[src/rtl/ssp_delay.sv]
// Delay line with valid bits, matched to the divider latency.
`timescale 1ns / 1ps

module ssp_delay #(
  parameter int W = 8,
  parameter int N = 2
) (
  input  logic         clk,
  input  logic         rst,
  input  logic         en,
  input  logic         vin,
  input  logic [W-1:0] din,
  output logic         vout,
  output logic [W-1:0] dout
);

  logic [W-1:0] line [N];
  logic [N-1:0] v;

  always_ff @(posedge clk) begin
    if (rst) begin
      v <= '0;
    end else if (en) begin
      v <= {v[N-2:0], vin};
    end
  end

  always_ff @(posedge clk) begin
    if (en) begin
      line[0] <= din;
      for (int k = 1; k < N; k++) begin
        line[k] <= line[k-1];
      end
    end
  end

  assign vout = v[N-1];
  assign dout = line[N-1];

endmodule
[config.mk]
export PLATFORM = sky130hd
export DESIGN_NAME = ssp_delay
export DESIGN_NICKNAME = d
export VERILOG_FILES = /design/src/rtl/ssp_delay.sv
export SDC_FILE = /design/constraint.sdc
export NUM_CORES = 1
export LEC_CHECK = 0
export BUFFER_PORTS_ARGS = -buffer_cell sky130_fd_sc_hd__clkbuf_2
export CAP_MARGIN = 25
export CORE_AREA = 8 8 50 52
export CTS_CLUSTER_DIAMETER = 80
export CTS_CLUSTER_SIZE = 16
export DETAILED_ROUTE_END_ITERATION = 8
export DIE_AREA = 0 0 58 60
export PLACE_DENSITY = 0.6
export SLEW_MARGIN = 0
export SYNTH_ARGS = -nofsm -noshare
export SYNTH_HDL_FRONTEND = slang
export SYNTH_SLANG_ARGS = --single-unit
[constraint.sdc]
create_clock -name clk -period 1.55 [get_ports clk]
set_clock_uncertainty 0.2 [all_clocks]
set_input_delay 0.0775 -clock clk [delete_from_list [all_inputs] [get_ports clk]]
set_output_delay 0.0775 -clock clk [all_outputs]
set_load 0.05 [all_outputs]
==> flow_summary_export.csv <==
group,metric,value,unit
run_status,outcome,"complete, no violations",
detailed_routing,antenna_left,0,
clock_tree,clk_pin_slew_worst_paths,0.09,ns
global_route,antenna_found_initial,0,
detailed_routing,drt_iter0_drc,3,
timing,hold_slack,0.121,ns
die,core_area,0.00180,sq mm
worst_setup_path,cp-end-kind,"output pin",
clock_tree,clock_latency,0.28,ns
worst_setup_path,required,1.27,ns
clock_tree,cts_buffers,3,
finish,drive_above_1_share,41.1,%
placed_design,gp_congestion,0.576,
worst_setup_path,cp_num_buf_inv,1,
detailed_routing,wirelength,874,um
finish,nNetsFinal,69,
finish,area_growth,31.1,%
clock_tree,cts_resized,0,
synth,ys_warn_count,0,
die,die-area,0.00348,sq mm
pwr,ir_drop,0.000643,V
timing,final.period_utilization,76.1,%
clock_tree,htreeDepth,1,
global_route,use_met3,3.44,%
detailed_routing,avgViaCountPerCell,4.05,
global_route,grt_pass1_vias,326,
worst_setup_path,critical_path.cell_chain,"clkbuf_2",
clock_tree,cts_num_sinks,18,
global_route,grt_use_met1,5.34,%
finish,final_common_cell,"clkbuf_2",
worst_setup_path,crit_type,"flop to output pin",
die,start_util,33.7,%
clock_tree,hold_buffers,10,
detailed_routing,routedWlPerCell,11.8,um
die,die_h,60,um
timing,slew_violations,0,
detailed_routing,drt-pass1-iter-count,2,
worst_setup_path,critPathSlowestCell,"dfxtp_1",
finish,most-common-layout-cells,"clkbuf_2, edfxtp_1, dlygate4sd3_1, clkbuf_4",
global_route,grt_max_degree,19,
synth,synth_top_area_share,79.0,%
worst_setup_path,critPathMaxFanout,2,
pwr,power_leakage,0.329,nW
timing,worst_pin_slew,0.427,ns
global_route,grt.total_usage,5.54,%
timing,rsz0062_at_grt,"no",
finish,num_antenna_cells,0,
placed_design,io_buffers,20,
synth,synth_area_leaders,"edfxtp_1, buf_4, dfxtp_1",
clock_tree,post-cts-setup-buffers,0,
timing,relSlewSlack,71.5,%
detailed_routing,vias,300,
worst_setup_path,start_kind,"flop",
global_route,busiest_layer,"met2",
synth,synth_top_cell_by_area,"edfxtp_1",
synth,syn_nets,42,
worst_setup_path,crit_path_max_incr_delay,0.34,ns
finish,instances_no_fill,74,
clock_tree,clk_path_buf_depth,2,
timing,finalHoldViolCount,0,
detailed_routing,drc,0,
synth,ys_seq_area_share,85.6,%
synth,ys_ff_latch,18,
timing,setup_tns,0,ns
synth,synth_area,608,sq um
global_route,gr-usage-met2,7.96,%
die,chipWidth,58,um
worst_setup_path,regToRegSetupSlack,0.72,ns
worst_setup_path,cpLargestDelayFamily,"flip-flops",
clock_tree,cts_tree,"yes",
synth,ys_types,5,
timing,min_period,1.18,ns
clock_tree,cts_root_buf,"clkbuf_4",
synth,synth_cells,30,
synth,avgSynthCellArea,20.3,sq um
global_route,overflow,0,
finish,nFillCells,167,
die,io_pins,21,
global_route,grt_pass1_wl,1390,um
min_path,hp-class,"input pin to flop",
timing,max_freq,848,MHz
worst_setup_path,arrival,0.90,ns
timing,finalSetupViolCount,0,
finish,postLayoutCoreUtil,44.2,%
placed_design,dp.cells,60,
die,rows,16,
pwr,power_density,1140,mW/mm^2
run,drv_cap,0,
-- stage by stage --
step	instance area [sq um]	worst slack (ns)	total power, mW
finish	797	0.371	0.906
global route	797	0.304	0.957
CTS	797	0.346	0.919
detailed placement	671	0.500	0.679
global placement	671	0.526	0.677
floorplan	608	0.468	0.660
-- report_power, final --
group / internal [mW] / leakage (nW) / switching (mW)
Combinational: 0.0377 / 0.140 / 0.0741
Clock: 0.0933 / 0.0154 / 0.127
Sequential: 0.566 / 0.173 / 0.00763
-- cell type report --
class                      instances  area (sq um)  share of cell area, %
clock inverter                     1          3.75                  0.471
timing repair buffer              30           200                   25.1
clock buffer                       3          22.5                   2.83
sequential                        18           520                   65.3
tap                               18          22.5                   2.83
multi-input combinational          4          27.5                   3.45
-- cell usage after synthesis (all sizes together) --
cell     n
buf      8
edfxtp  16
nor2     2
dfxtp    2
mux2i    2
-- state kept, by name, indices dropped and copies added, names as in the netlist --
name,flops
line,16
v,2
-- kinds of logic after synthesis --
logic type,synth area share [%]
muxes,3.29
DFF,85.6
and+or+nand+nor,1.24
buffers and inverters,9.88
-- per-layer routing --
metal / vias to the layer above / share of wire, %
li1: 153 / -
met1: 132 / 42
met4: 0 / 0
met5: - / 0
met3: 0 / 11
met2: 15 / 47
-- path summary, 6_finish.rpt --
| kind | depth (start not counted) | from | endpoint |
|---|---|---|---|
| hold / removal | 1 | en | line[0][14] |
| setup / recovery | 1 | v[1] | vout |
| hold reg to reg | 0 | line[0][0] | line[0][8] |
| setup reg to reg | 0 | line[0][1] | line[0][9] |
No activity file was read; power rests on OpenSTA's default activity.
